--- config.mk ---
export PLATFORM = sky130hd
export DESIGN_NAME = prt_scan
export DESIGN_NICKNAME = d
export VERILOG_FILES = /design/src/rtl/core/lru_page_residency_table_macros.svh /design/src/rtl/core/prt_pkg.sv /design/src/rtl/core/prt_scan.sv
export SDC_FILE = /design/constraint.sdc
export NUM_CORES = 1
export LEC_CHECK = 0
export BUFFER_PORTS_ARGS = -buffer_cell sky130_fd_sc_hd__buf_4
export CAP_MARGIN = 25
export CORE_MARGIN = 4
export CORE_UTILIZATION = 42
export DETAILED_ROUTE_END_ITERATION = 12
export MAX_ROUTING_LAYER = met4
export PLACE_DENSITY = 0.84
export SETUP_SLACK_MARGIN = 0.05
export SYNTH_ARGS = -nofsm -noshare
export SYNTH_HDL_FRONTEND = slang
export SYNTH_SLANG_ARGS = --single-unit
--- constraint.sdc ---
create_clock -name clk -period 4.25 [get_ports clk]
set_input_delay 0.85 -clock clk [delete_from_list [all_inputs] [get_ports clk]]
set_output_delay 0.85 -clock clk [all_outputs]
set_load 0.01 [all_outputs]
--- src/rtl/core/lru_page_residency_table_macros.svh ---
// Assertion helpers for the page residency table.
`ifndef LRU_PAGE_RESIDENCY_TABLE_MACROS_SVH
`define LRU_PAGE_RESIDENCY_TABLE_MACROS_SVH

// Same-cycle implication, off while reset is asserted.
`define PRT_ASSERT_IMP(lbl, clk, rst_n, ante, cons) \
	lbl: assert property (@(posedge clk) disable iff (!rst_n) (ante) |-> (cons)) \
		else $error("prt assertion failed");

// Next-cycle implication, off while reset is asserted.
`define PRT_ASSERT_NXT(lbl, clk, rst_n, ante, cons) \
	lbl: assert property (@(posedge clk) disable iff (!rst_n) (ante) |=> (cons)) \
		else $error("prt assertion failed");

`endif

--- src/rtl/core/prt_pkg.sv ---
`timescale 1ns / 1ps
package prt_pkg;

	typedef enum logic [2:0] {
		OP_ENSURE = 3'd0,
		OP_SETPIN = 3'd1,
		OP_DIRTY  = 3'd2,
		OP_CLEAN  = 3'd3,
		OP_LOOKUP = 3'd4,
		OP_CLEAR  = 3'd5
	} op_t;

	typedef enum logic [2:0] {
		ST_HIT      = 3'd0,
		ST_FREE     = 3'd1,
		ST_EVICT    = 3'd2,
		ST_NOSLOT   = 3'd3,
		ST_NOTFOUND = 3'd4,
		ST_DONE     = 3'd5
	} status_t;

	typedef enum logic [2:0] {
		S_IDLE,
		S_CLR,
		S_SCAN,
		S_DRAIN,
		S_DONE
	} state_t;

	// scan unit control
	typedef struct packed {
		logic clr;
		logic vld;
	} scan_ctl_t;

	// what the scan has found so far
	typedef struct packed {
		logic hit;
		logic free;
		logic vict;
	} scan_flags_t;

	// entry word layout: {valid, pinned, dirty, key, generation, last_use}
	localparam int LU_W    = 32;
	localparam int GEN_W   = 32;
	localparam int DIRTY_W = 8;
	localparam int LU_LSB  = 0;
	localparam int GEN_LSB = LU_LSB + LU_W;
	localparam int KEY_LSB = GEN_LSB + GEN_W;
	localparam int SLOT_OUT_W = 6;

endpackage

--- src/rtl/core/prt_scan.sv ---
`timescale 1ns / 1ps
module prt_scan #(
	parameter int SW = 6,
	parameter int KW = 32,
	parameter int WW = 106
) (
	input  logic                       clk,
	input  logic                       arst_n,
	input  prt_pkg::scan_ctl_t         ctl,
	input  logic [SW-1:0]              idx,
	input  logic [WW-1:0]              word,
	input  logic [KW-1:0]              key,
	output prt_pkg::scan_flags_t       flags,
	output logic [SW-1:0]              hit_slot,
	output logic [prt_pkg::GEN_W-1:0]  hit_gen,
	output logic [prt_pkg::LU_W-1:0]   hit_lu,
	output logic [prt_pkg::DIRTY_W-1:0] hit_dirty,
	output logic                       hit_pin,
	output logic [SW-1:0]              free_slot,
	output logic [SW-1:0]              vict_slot
);
	import prt_pkg::*;

	localparam int DIRTY_LSB = KEY_LSB + KW;
	localparam int PIN_BIT   = DIRTY_LSB + DIRTY_W;
	localparam int VLD_BIT   = PIN_BIT + 1;

	scan_flags_t        flags_q;
	logic [LU_W-1:0]    vict_lu_q;
	logic               e_vld, e_pin, match, empty, cand;
	logic [KW-1:0]      e_key;
	logic [DIRTY_W-1:0] e_dirty;
	logic [LU_W-1:0]    e_lu;
	logic [GEN_W-1:0]   e_gen;

	assign e_vld   = word[VLD_BIT];
	assign e_pin   = word[PIN_BIT];
	assign e_dirty = word[DIRTY_LSB +: DIRTY_W];
	assign e_key   = word[KEY_LSB +: KW];
	assign e_gen   = word[GEN_LSB +: GEN_W];
	assign e_lu    = word[LU_LSB +: LU_W];

	// one compare set, applied to each slot word read: key match, empty, older evictable entry
	assign match = e_vld && (e_key == key);
	assign empty = !e_vld;
	assign cand  = e_vld && !e_pin && (e_dirty == '0) && (!flags_q.vict || e_lu < vict_lu_q);

	always_ff @(posedge clk or negedge arst_n) begin
		if (!arst_n) begin
			flags_q <= '0;
		end else if (ctl.clr) begin
			flags_q <= '0;
		end else if (ctl.vld) begin
			if (match) begin
				flags_q.hit <= 1'b1;
			end
			if (empty) begin
				flags_q.free <= 1'b1;
			end
			if (cand) begin
				flags_q.vict <= 1'b1;
			end
		end
	end

	always_ff @(posedge clk) begin
		if (ctl.vld && !ctl.clr) begin
			if (match && !flags_q.hit) begin
				hit_slot  <= idx;
				hit_gen   <= e_gen;
				hit_lu    <= e_lu;
				hit_dirty <= e_dirty;
				hit_pin   <= e_pin;
			end
			if (empty && !flags_q.free) begin
				free_slot <= idx;
			end
			if (cand) begin
				vict_slot <= idx;
				vict_lu_q <= e_lu;
			end
		end
	end

	assign flags = flags_q;
endmodule

=== Word-level counts from Yosys, hierarchy flattened ===
Cells that the tools add are included.

* Bits in registers: 126
* Input bits: 148
* Output and inout bits: 94
* Word-level logic and storage cells: 43

* $lt $le $gt $ge: 1
* Equal/unequal tests: 2
* Multiplexer cells: 5
* Reductions and logical operators: 24

{| class="wikitable"
|+ Operators by type and width
! cell !! count
|-
| $eq 32x32->1 || 1
|-
| $lt 32x32->1 || 1
|-
| $reduce_and 2->1 || 6
|-
| $logic_not 8->1 || 1
|-
| $logic_and 1x1->1 || 7
|-
| $logic_not 1->1 || 6
|-
| $mux 3 || 2
|-
| $reduce_bool 2->1 || 3
|-
| $mux 1 || 3
|-
| $ne 2x2->1 const B || 1
|-
| $logic_or 1x1->1 || 1
|}

=== Logic depth before layout (Yosys ltp) ===
Gate-level depths: netlist of the first run.

* Depth in word-level cells: 7
* Gate-level depth with buffers: 8
* Depth with buffers taken out: 8

=== Worst setup path after synthesis of the first run ===
Ideal clock, no wire load.

* Path kind: input-to-reg
* Start point: input key[7]
* End point: register hit_dirty[0] (netlist name), enable pin
* Setup time: 0.517 ns
* Data arrival time: 4.984 ns
* Data required time: 3.733 ns
* Path slack: -1.251 ns
* Cell stages on the path: 6
* Path buffers: 0
* Cell sequence: xor2_1 -> nor4_1 -> nand4_1 -> nor4_1 -> nand3_1 -> nor2_1

* Word-level cells in the longest chain between the ends: 4

{| class="wikitable"
|+ Ends and longest elaborated chain
! what !! line !! text
|-
| start: declaration || prt_scan.sv:12 || <nowiki>input logic [KW-1:0] key,</nowiki>
|-
| $eq 32x32->1 || prt_scan.sv:44 || <nowiki>assign match = e_vld && (e_key == key);</nowiki>
|-
| $logic_and 1x1->1 || prt_scan.sv:44 ||
|-
| $logic_and 1x1->1 || prt_scan.sv:68 || <nowiki>if (match && !flags_q.hit) begin</nowiki>
|-
| $reduce_and 2->1 (no source line) || n/a ||
|-
| end signal: assignment || prt_scan.sv:72 || <nowiki>hit_dirty <= e_dirty;</nowiki>
|-
| end: declaration || prt_scan.sv:17 || <nowiki>output logic [prt_pkg::DIRTY_W-1:0] hit_dirty,</nowiki>
|}

Every way passes these cells.
A chain may end at the register's enable or synchronous reset.

=== Final worst setup path of the first run ===
* Start point: input word[1]
* End point: register vict_lu_q[30], enable pin

* Word-level cells in the longest chain between the ends: 4

{| class="wikitable"
|+ Ends and longest elaborated chain
! what !! line !! text
|-
| start: declaration || prt_scan.sv:11 || <nowiki>input logic [WW-1:0] word,</nowiki>
|-
| $lt 32x32->1 || prt_scan.sv:46 || <nowiki>assign cand = e_vld && !e_pin && (e_dirty == '0) && (!flags_q.vict || e_lu < vict_lu_q);</nowiki>
|-
| $logic_or 1x1->1 || prt_scan.sv:46 ||
|-
| $logic_and 1x1->1 || prt_scan.sv:46 ||
|-
| $reduce_and 2->1 (no source line) || n/a ||
|-
| end signal: assignment || prt_scan.sv:80 || <nowiki>vict_lu_q <= e_lu;</nowiki>
|-
| end: declaration || prt_scan.sv:29 || <nowiki>logic [LU_W-1:0] vict_lu_q;</nowiki>
|}

Every way passes these cells.

==> impl_metrics.yaml, run 1 <==
cells_and_area:
  syn2layout_area_growth_pct: 52.7
  diodes: 0
  fill_cells: 812
  area_of_all_sequential_standard_cells_um2: 3770
  final_nets: 739
  multi_input_area_um2: 1140
  fraction_of_layout_cells_with_a_size_suffix_above_1_pct: 49.0
logic_synthesis:
  ys_dominant_reg_cell: "edfxtp_1"
  synth_largest_type_area_fraction_pct: 73.6
  synth_top_cells_by_area: "edfxtp_1 (74%), ha_1 (7.7%), xnor2_1 (4.4%)"
  synth_top_cells_by_count: "edfxtp_1 (123), inv_1 (36), ha_1 (31), xnor2_1 (25), a21oi_1 (11)"
  synth_edf_count: 123
  synth_most_common_cell: "edfxtp_1"
  async_reset_ff_share_pct: 2.38
  syn-instance-count: 297
  synth.avg_cell_area_um2: 16.9
  synth_area_um2: 5020
  post_synth_num_cell_types: 28
  yosys_warnings: 0
  synth_seq_cells: 126
  seq_area_frac_synth_pct: 75.1
  mappedNetlistNets: 476
  post-synth-top-area-cell: "edfxtp_1"
sta:
  setup-tns-final_ns: 0
  final_hold_viol_count: 0
  maximum_clock_rate_mhz: 352
  finalCriticalPeriod_ns: 2.84
  slew-limit-headroom_pct: 36.7
  final.period_utilization_pct: 66.9
  setup_viol_count_final: 0
  finalClockSkew_ns: 0.00678
  worst_pin_slew_ns: 0.947
  max_slew_violation_count: 0
  grt_setup_unrepaired: "false"
grt:
  grt_util_all_layers_pct: 19.3
  grt_max_degree: 55
  vias_in_the_first_global_route: 3730
  global_route.overflow_total: 0
  antenna_violations_before_repair: 0
  wire_length_of_the_first_global_routing_pass_um: 18800
route:
  drt-initial-drc-count: 199
  wl_per_cell_um: 18.2
  route.antenna.remaining_nets: 0
  drt_wl_total_um: 13000
  drt-vias-per-instance: 4.87
  remaining_drcs: 0
  tritonroute_pass_1_iters: 4
  via_count: 3480
outcome:
  status: "finished, final reports clean"
worst_setup_path:
  arrival_ns: 2.95
  critical_path_peak_fanout: 22
  setup.worst_path.class: "input port to flop"
  crit_path_end_kind: "flop"
  start_kind: "input port"
  critPathRequiredTime_ns: 4.36
clock_network:
  clockRootBuffer: "clkbuf_16"
  clkSlewWorstSetupHoldPaths_ns: 0.06
  ctsHtreeMaxLevel: 4
  cts_tree: "built"
  clkLatencyLatePin_ns: 0.41
  cts_post_setup_buffers_inserted: 0
  clock_tree.buffer_depth: 2
  cts_buffers: 17
  post_cts_resize_count: 0
  numClockSinks: 126
  cts_hold_buffers: 0
die:
  ioPinCount: 242
  die_w_um: 117
  fp.dieH_um: 117
  floorplan.rows: 39
  die_area_um2: 13800
  initial_utilization_pct: 43.4
  placeableCoreArea_um2: 11600
flow_run:
  max_cap_violations: 0
hold_path:
  min_path_type: "input port to async pin"
placement:
  detailedPlacementHpwl_um: 9960
  port_buffers: 241
  place_congestion: 0.828
power_and_ir_drop:
  static-leakage-power_uw: 0.00323
  power_density_nw_per_um2: 393
  vdd_drop_max_v: 0.000163
  total_power_uw: 3010
-- state kept, by name (all words and copies together), names as in the netlist --
| register | count |
|---|---|
| hit_pin | 1 |
| hit_gen | 32 |
| flags | 3 |
| hit_lu | 32 |
| hit_slot | 6 |
| vict_slot | 6 |
| vict_lu_q | 32 |
| hit_dirty | 8 |
| free_slot | 6 |
-- layer usage --
layer	track usage, %	vias up	routed length [um]
met4	6.80	0	172
li1	-	1631	-
met2	34.0	180	7130
met5	-	-	0
met3	6.84	16	1250
met1	19.7	1653	4440
-- path summary, 6_finish.rpt --
path | from | to | slack (ns) | cells past startpoint
max | word[1] | vict_lu_q[30] | 1.41 | 8
min | arst_n | flags[1] | 0.22 | 1
max reg2reg | vict_lu_q[1] | vict_lu_q[30] | 1.63 | 8
min reg2reg | flags[1] | flags[1] | 0.56 | 2
max in group asynchronous | arst_n | flags[0] | 3.93 | 1
min in group clk | flags[1] | flags[1] | 0.56 | 2
-- report_power, final --
group	switching (uW)	total [uW]	internal [uW]	leakage [uW]
registers	1.30	1370	1370	0.00115
clock network	527	1450	922	0.000283
logic	72.4	196	124	0.00180
total	600	3010	2410	0.00323
-- cells by family (layout without fill, tap and decap cells) --
kind of cell | Yosys count | count (layout) | synth area share [%]
buf+inv | 36 | 311 | 2.69
simple gates | 45 | 45 | 4.91
flops | 126 | 126 | 75.1
xor+xnor | 32 | 32 | 5.59
fa+ha+maj | 31 | 31 | 7.73
compound gates | 27 | 27 | 3.97
-- through the flow --
step           area, um2  worst slack, ns  util, %  hold slack (ns)  cells
3_3_place_gp        7070             1.04     61.1            0.539    684
4_1_cts             7660             1.40     66.2            0.208    715
3_5_place_dp        7070            0.978     61.1            0.548    684
6_report            7660             1.41     66.2            0.223    715
2_1_floorplan       5020           0.0661        -            0.543    297
5_1_grt             7660             1.20     66.2            0.198    715
-- worst max-delay path, cell delays in order --
cell and delay (ns):
buf_4 0.12, ha_1 0.32, a2111oi_4 0.29, a2111oi_1 0.09, o31ai_1 0.31, a21oi_1 0.17, o21ai_4 0.53, buf_12 0.25
-- final cells by class --
cell class                 instances  area share, %
multi-input combinational        135           14.9
sequential                       126           49.2
inverter                          36           1.76
clock inverter                    13           2.17
clock buffer                      18           5.60
timing repair buffer             244           24.1
tap                              143           2.34
-- cells in the final DEF (no fill, tap or decap), types with 2 or more instances in the layout --
master and instances:
buf_4 243, edfxtp_1 123, inv_1 36, ha_1 31, xnor2_1 25, clkbuf_16 17
a21oi_1 11, nand4_1 10, nand2_1 9, xor2_1 7, nor2_1 6, nand3_1 6
o21ai_0 5, nor3_1 4, nor4_1 3, clkinvlp_4 3, clkinv_4 3, bufinv_16 3
dfrtp_1 3, a2111oi_4 2, and4_1 2, clkinv_2 2, inv_6 2
Note: power is estimated with default switching activity, not from simulation.
==> inputs of run 2 (changes only) <==
--- a/config.mk
+++ b/config.mk
@@ -8,10 +8,10 @@
 export BUFFER_PORTS_ARGS = -buffer_cell sky130_fd_sc_hd__buf_4
 export CAP_MARGIN = 25
 export CORE_MARGIN = 4
-export CORE_UTILIZATION = 42
+export CORE_UTILIZATION = 46
 export DETAILED_ROUTE_END_ITERATION = 12
 export MAX_ROUTING_LAYER = met4
-export PLACE_DENSITY = 0.84
+export PLACE_DENSITY = 0.87
 export SETUP_SLACK_MARGIN = 0.05
 export SYNTH_ARGS = -nofsm -noshare
 export SYNTH_HDL_FRONTEND = slang
==> constraint.sdc (replaced) <==
create_clock -name clk -period 2.9 [get_ports clk]
set_input_delay 0.58 -clock clk [delete_from_list [all_inputs] [get_ports clk]]
set_output_delay 0.58 -clock clk [all_outputs]
set_load 0.01 [all_outputs]
==> run 2 against run 1 <==
  * First-iteration DRC count shrank 11%
  * Register-to-register slack lost 1.1 ns
  * Wire length grew 1.7%
  * Flip-flop and latch count is the same
  * Non-clock buffer count grew 2
  * Sequential share of layout area grew 0.32 points
  * Critical path depth is the same
  * Largest power group is now sequential cells
  * Count of clock-buffer cells in the layout grew 1
  * Worst setup slack lost 0.86 ns
  * Global-route usage grew 2.5 points
==> impl_metrics.yaml, run 2 (synthesis gave the netlist of run 1 again) <==
clock_network:
  clkLatencyLatePin_ns: 0.51
  clkSlewWorstSetupHoldPaths_ns: 0.06
  cts_post_setup_buffers_inserted: 0
  numClockSinks: 126
  cts_buffers: 17
  clockRootBuffer: "clkbuf_8"
  cts_tree: "built"
  clock_tree.buffer_depth: 2
  ctsHtreeMaxLevel: 4
  post_cts_resize_count: 0
  cts_hold_buffers: 1
sta:
  final.period_utilization_pct: 80.9
  setup_viol_count_final: 0
  post-route-worst-setup-slack_ns: 0.553
  maximum_clock_rate_mhz: 426
  worst_pin_slew_ns: 0.453
  final_hold_viol_count: 0
  setup-tns-final_ns: 0
  finalClockSkew_ns: 0.0115
  max_slew_violation_count: 0
  finalCriticalPeriod_ns: 2.35
  slew-limit-headroom_pct: 69.7
  grt_setup_unrepaired: "false"
worst_setup_path:
  start_kind: "flop"
  setup.worst_path.class: "flop to flop"
  critical_path_peak_fanout: 38
  path_depth_of_the_worst_reg2reg_path: 8
  slowest_stage: "edfxtp_1"
  critPathRequiredTime_ns: 3.09
  arrival_ns: 2.54
  crit_path_end_kind: "flop"
  path_cells: "inv_1, ha_1, a2111oi_4, a2111oi_1, o31ai_1, a21oi_1, o21ai_4, buf_12"
  cpPeakStageDelay_ns: 0.37
die:
  fp.dieH_um: 112
  placeableCoreArea_um2: 10500
  initial_utilization_pct: 48.0
  die_w_um: 112
  die_area_um2: 12600
  floorplan.rows: 37
  ioPinCount: 242
cells_and_area:
  diodes: 0
  syn2layout_area_growth_pct: 51.7
  fill_cells: 648
  biggestRegsByFlops: "hit_gen (32), hit_lu (32), vict_lu_q (32)"
  layout_common_cells: "buf_4 (242), edfxtp_1 (123), inv_1 (36), ha_1 (31), xnor2_1 (25)"
  final_util_pct: 72.8
  design_area_um2: 7610
  multi_input_area_um2: 1130
  area_of_all_sequential_standard_cells_um2: 3770
  final_nets: 741
  fraction_of_layout_cells_with_a_size_suffix_above_1_pct: 47.8
  layout_commonest_cell: "buf_4"
power_and_ir_drop:
  power_density_nw_per_um2: 547
  static-leakage-power_uw: 0.00321
  total_power_uw: 4160
  vdd_drop_max_v: 0.000352
route:
  remaining_drcs: 0
  drt-initial-drc-count: 177
  route.antenna.remaining_nets: 0
  via_count: 3494
  drt_wl_total_um: 13200
  wl_per_cell_um: 18.7
  drt-vias-per-instance: 4.94
  tritonroute_pass_1_iters: 4
placement:
  place_congestion: 0.822
  dp_slack_ns: 0.213
  detailed_place.area_um2: 7080
  port_buffers: 241
  detailedPlacementHpwl_um: 10000
grt:
  grt_max_degree: 45
  antenna_violations_before_repair: 0
  grt_util_all_layers_pct: 21.7
  vias_in_the_first_global_route: 3830
  wire_length_of_the_first_global_routing_pass_um: 20100
  global_route.overflow_total: 0
hold_path:
  min_path_type: "input port to flop"
  timing.hold.worst_path_depth: 1
flow_run:
  max_cap_violations: 0
outcome:
  status: "finished, final reports clean"
[run 2: layout make-up]
type	instances	share of cell area, %
inverter	36	1.78
timing repair buffer	246	24.8
clock buffer	19	5.54
tap	136	2.24
clock inverter	9	1.28
multi-input combinational	135	14.9
sequential	126	49.5
[run 2: final timing paths]
| kind | to | startpoint | slack [ns] |
|---|---|---|---|
| setup / recovery | vict_slot[4] | vict_lu_q[1] | 0.55 |
| hold / removal | hit_gen[0] | word[32] | 0.25 |
| setup reg to reg | vict_slot[4] | vict_lu_q[1] | 0.55 |
| hold reg to reg | flags[1] | flags[1] | 0.55 |
| max in group asynchronous | flags[2] | arst_n | 2.40 |
| min in group asynchronous | flags[1] | arst_n | 0.40 |
[run 2: metal layers]
layer	share of wire, %	track usage (%)	up-vias
li1	-	-	1639
met1	34	22.4	1605
met2	54	38.9	232
met3	10	7.60	18
met4	1.6	6.73	0
met5	0	-	-
[run 2: per-stage QoR]
stage / cells / hold WS, ns
final: 707 / 0.246
after global routing: 707 / 0.216
after CTS: 707 / 0.224
after detailed placement: 678 / 0.376
after global placement: 678 / 0.370
after floorplan: 297 / 0.284
[run 2: critical path, delay by kind of cell (launching register included)]
kind	cells	cell delay, ns
AO/OA/AOI/OAI	5	1.07
flip-flops	1	0.37
adder cells (fa/ha/maj)	1	0.25
buffers and inverters	2	0.31
[run 2: power by group]
part / internal (uW) / total, uW / switching (uW) / leakage [uW]
logic: 184 / 292 / 108 / 0.00181
clock network: 1190 / 1870 / 679 / 0.000252
registers: 2000 / 2000 / 1.47 / 0.00115
==> inputs of run 3 (changes only) <==
--- a/config.mk
+++ b/config.mk
@@ -8,10 +8,10 @@
 export BUFFER_PORTS_ARGS = -buffer_cell sky130_fd_sc_hd__buf_4
 export CAP_MARGIN = 25
 export CORE_MARGIN = 4
-export CORE_UTILIZATION = 46
+export CORE_UTILIZATION = 42
 export DETAILED_ROUTE_END_ITERATION = 12
 export MAX_ROUTING_LAYER = met4
-export PLACE_DENSITY = 0.87
+export PLACE_DENSITY = 0.84
 export SETUP_SLACK_MARGIN = 0.05
 export SYNTH_ARGS = -nofsm -noshare
 export SYNTH_HDL_FRONTEND = slang
==> constraint.sdc (replaced) <==
create_clock -name clk -period 1.97 [get_ports clk]
set_input_delay 0.394 -clock clk [delete_from_list [all_inputs] [get_ports clk]]
set_output_delay 0.394 -clock clk [all_outputs]
set_load 0.01 [all_outputs]
==> run 3 against run 2 <==
  * The run now ends with negative setup slack left
  * Clock skew grew 0.0014 ns
  * Sequential share of layout area shrank 4.0 points
  * Non-clock buffer count increased by 42
  * Flip-flop and latch count unchanged
  * Via count is 5.1% higher
  * First-iteration DRC count grew 37%
  * Register-to-register slack lost 0.84 ns
  * Final area is 8.8% higher
  * Largest cell class unchanged
  * Fmax is 3.9% higher
==> impl_metrics.yaml, run 3 (synthesis gave the netlist of run 1 again) <==
route:
  route.antenna.remaining_nets: 0
  drt-vias-per-instance: 4.83
  drt-initial-drc-count: 243
  remaining_drcs: 0
  tritonroute_pass_1_iters: 7
  via_count: 3671
  drt_wl_total_um: 14000
  wl_per_cell_um: 18.4
sta:
  maximum_clock_rate_mhz: 443
  max_slew_violation_count: 0
  finalClockSkew_ns: 0.0129
  final_hold_viol_count: 0
  grt_setup_unrepaired: "true"
  post-route-worst-setup-slack_ns: -0.289
  final.period_utilization_pct: 115
  finalCriticalPeriod_ns: 2.26
  setup_viol_count_final: 38
  worst_pin_slew_ns: 0.332
  slew-limit-headroom_pct: 77.9
cells_and_area:
  layout_commonest_cell: "buf_4"
  area_of_all_sequential_standard_cells_um2: 3770
  final_nets: 783
  multi_input_area_um2: 1180
  syn2layout_area_growth_pct: 65.1
  final_util_pct: 71.6
  fraction_of_layout_cells_with_a_size_suffix_above_1_pct: 53.5
  layout.cells.non_filler: 760
  diodes: 0
  layout_common_cells: "buf_4 (266), edfxtp_1 (123), inv_1 (34), ha_1 (29), xnor2_1 (25)"
  biggestRegsByFlops: "hit_gen (32), hit_lu (32), vict_lu_q (32)"
  fill_cells: 766
worst_setup_path:
  critPathRequiredTime_ns: 2.08
  bufs_and_invs_on_worst_path: 4
  slowest_stage: "edfxtp_1"
  start_kind: "flop"
  arrival_ns: 2.37
  worst_path_dominant_cell_family: "compound AO/OA/AOI/OAI gates"
  critical_path_peak_fanout: 7
  crit_path_end_kind: "flop"
  cpPeakStageDelay_ns: 0.38
  setup.worst_path.class: "flop to flop"
  timing.reg2reg.setup_slack_ns: -0.29
  path_cells: "inv_2, ha_4, a2111oi_4, a2111oi_2, o31ai_1, buf_4, a21oi_4, o21ai_4, buf_12, buf_8"
power_and_ir_drop:
  share_comb_of_total_power_pct: 7.2
  switching_share_pct: 19.8
  switching_power_uw: 1290
  vdd_drop_max_v: 0.000501
  pwr-share-clk_pct: 47.6
  power_density_nw_per_um2: 787
  internal_power_uw: 5230
  static-leakage-power_uw: 0.00351
  seq_power_share_pct: 45.2
die:
  die_w_um: 117
  die_area_um2: 13800
  placeableCoreArea_um2: 11600
  fp.dieH_um: 117
  initial_utilization_pct: 43.4
  ioPinCount: 242
  floorplan.rows: 39
grt:
  wire_length_of_the_first_global_routing_pass_um: 19000
  antenna_violations_before_repair: 0
  grt_max_degree: 35
  grt_util_all_layers_pct: 19.3
  global_route.overflow_total: 0
  vias_in_the_first_global_route: 3862
flow_run:
  max_cap_violations: 0
placement:
  place_congestion: 0.830
  port_buffers: 241
  detailedPlacementHpwl_um: 10300
  placed_cells_incl_taps: 713
outcome:
  status: "finished with violations"
  violations: "negative setup slack"
clock_network:
  clkSlewWorstSetupHoldPaths_ns: 0.06
  clockRootBuffer: "clkbuf_16"
  clock_tree.buffer_depth: 2
  cts_buffers: 17
  ctsHtreeMaxLevel: 4
  numClockSinks: 126
  clkLatencyLatePin_ns: 0.41
  cts_tree: "built"
hold_path:
  min_path_type: "input port to flop"
-- run 3: cell type report --
class | instances | share of cell area, %
multi-input cells | 135 | 14.3
clock inverters | 15 | 2.05
inverters | 36 | 1.63
well taps | 143 | 2.16
repair buffers | 288 | 29.3
clock buffers | 17 | 5.13
flip-flops and latches | 126 | 45.5
-- run 3: power by group through the flow --
| stage | clock, uW | combinational, uW | sequential [uW] |
|---|---|---|---|
| floorplan | 0 | 117 | 3010 |
| global placement | 0 | 445 | 3000 |
| detailed placement | 0 | 465 | 3000 |
| CTS | 3140 | 472 | 2950 |
| global route | 3300 | 511 | 2950 |
| finish | 3100 | 470 | 2950 |
-- run 3: per-layer routing --
layer	global-route usage, %	up-vias	part of all wire (%)
li1	-	1728	-
met5	-	-	0
met3	4.99	18	9.0
met2	35.0	188	54
met1	19.7	1737	36
met4	7.57	0	1.1
-- run 3: final timing paths --
path | startpoint | to | depth (start not counted)
worst max-delay path | vict_lu_q[1] | vict_lu_q[28] | 10
worst min-delay path | word[38] | hit_gen[6] | 1
worst max register to register | vict_lu_q[1] | vict_lu_q[28] | 10
worst min register to register | flags[1] | flags[1] | 2
max in group asynchronous | arst_n | flags[0] | 2
min in group asynchronous | arst_n | flags[1] | 2
-- run 3: per-stage QoR --
step	setup slack (ns)	hold WS, ns	area (um2)	setup TNS (ns)	power, uW
2_1_floorplan	-0.903	0.0984	5060	-87.94	3120
4_1_cts	-0.266	0.150	7940	-9.67	6560
3_3_place_gp	-0.557	0.184	7330	-43.43	3450
5_1_grt	-0.352	0.142	8290	-13.39	6760
3_5_place_dp	-0.568	0.191	7330	-46.96	3470
6_report	-0.289	0.165	8290	-10.50	6520
-- run 3: what timing repair did --
action                     4_1_cts  5_1_grt
resized for setup                1       19
gates cloned                     0       11
hold buffers                     1        0
setup buffers                    0        3
hold endpoints to repair         3        0
pin swaps                        0        5
setup endpoints to repair       38      116
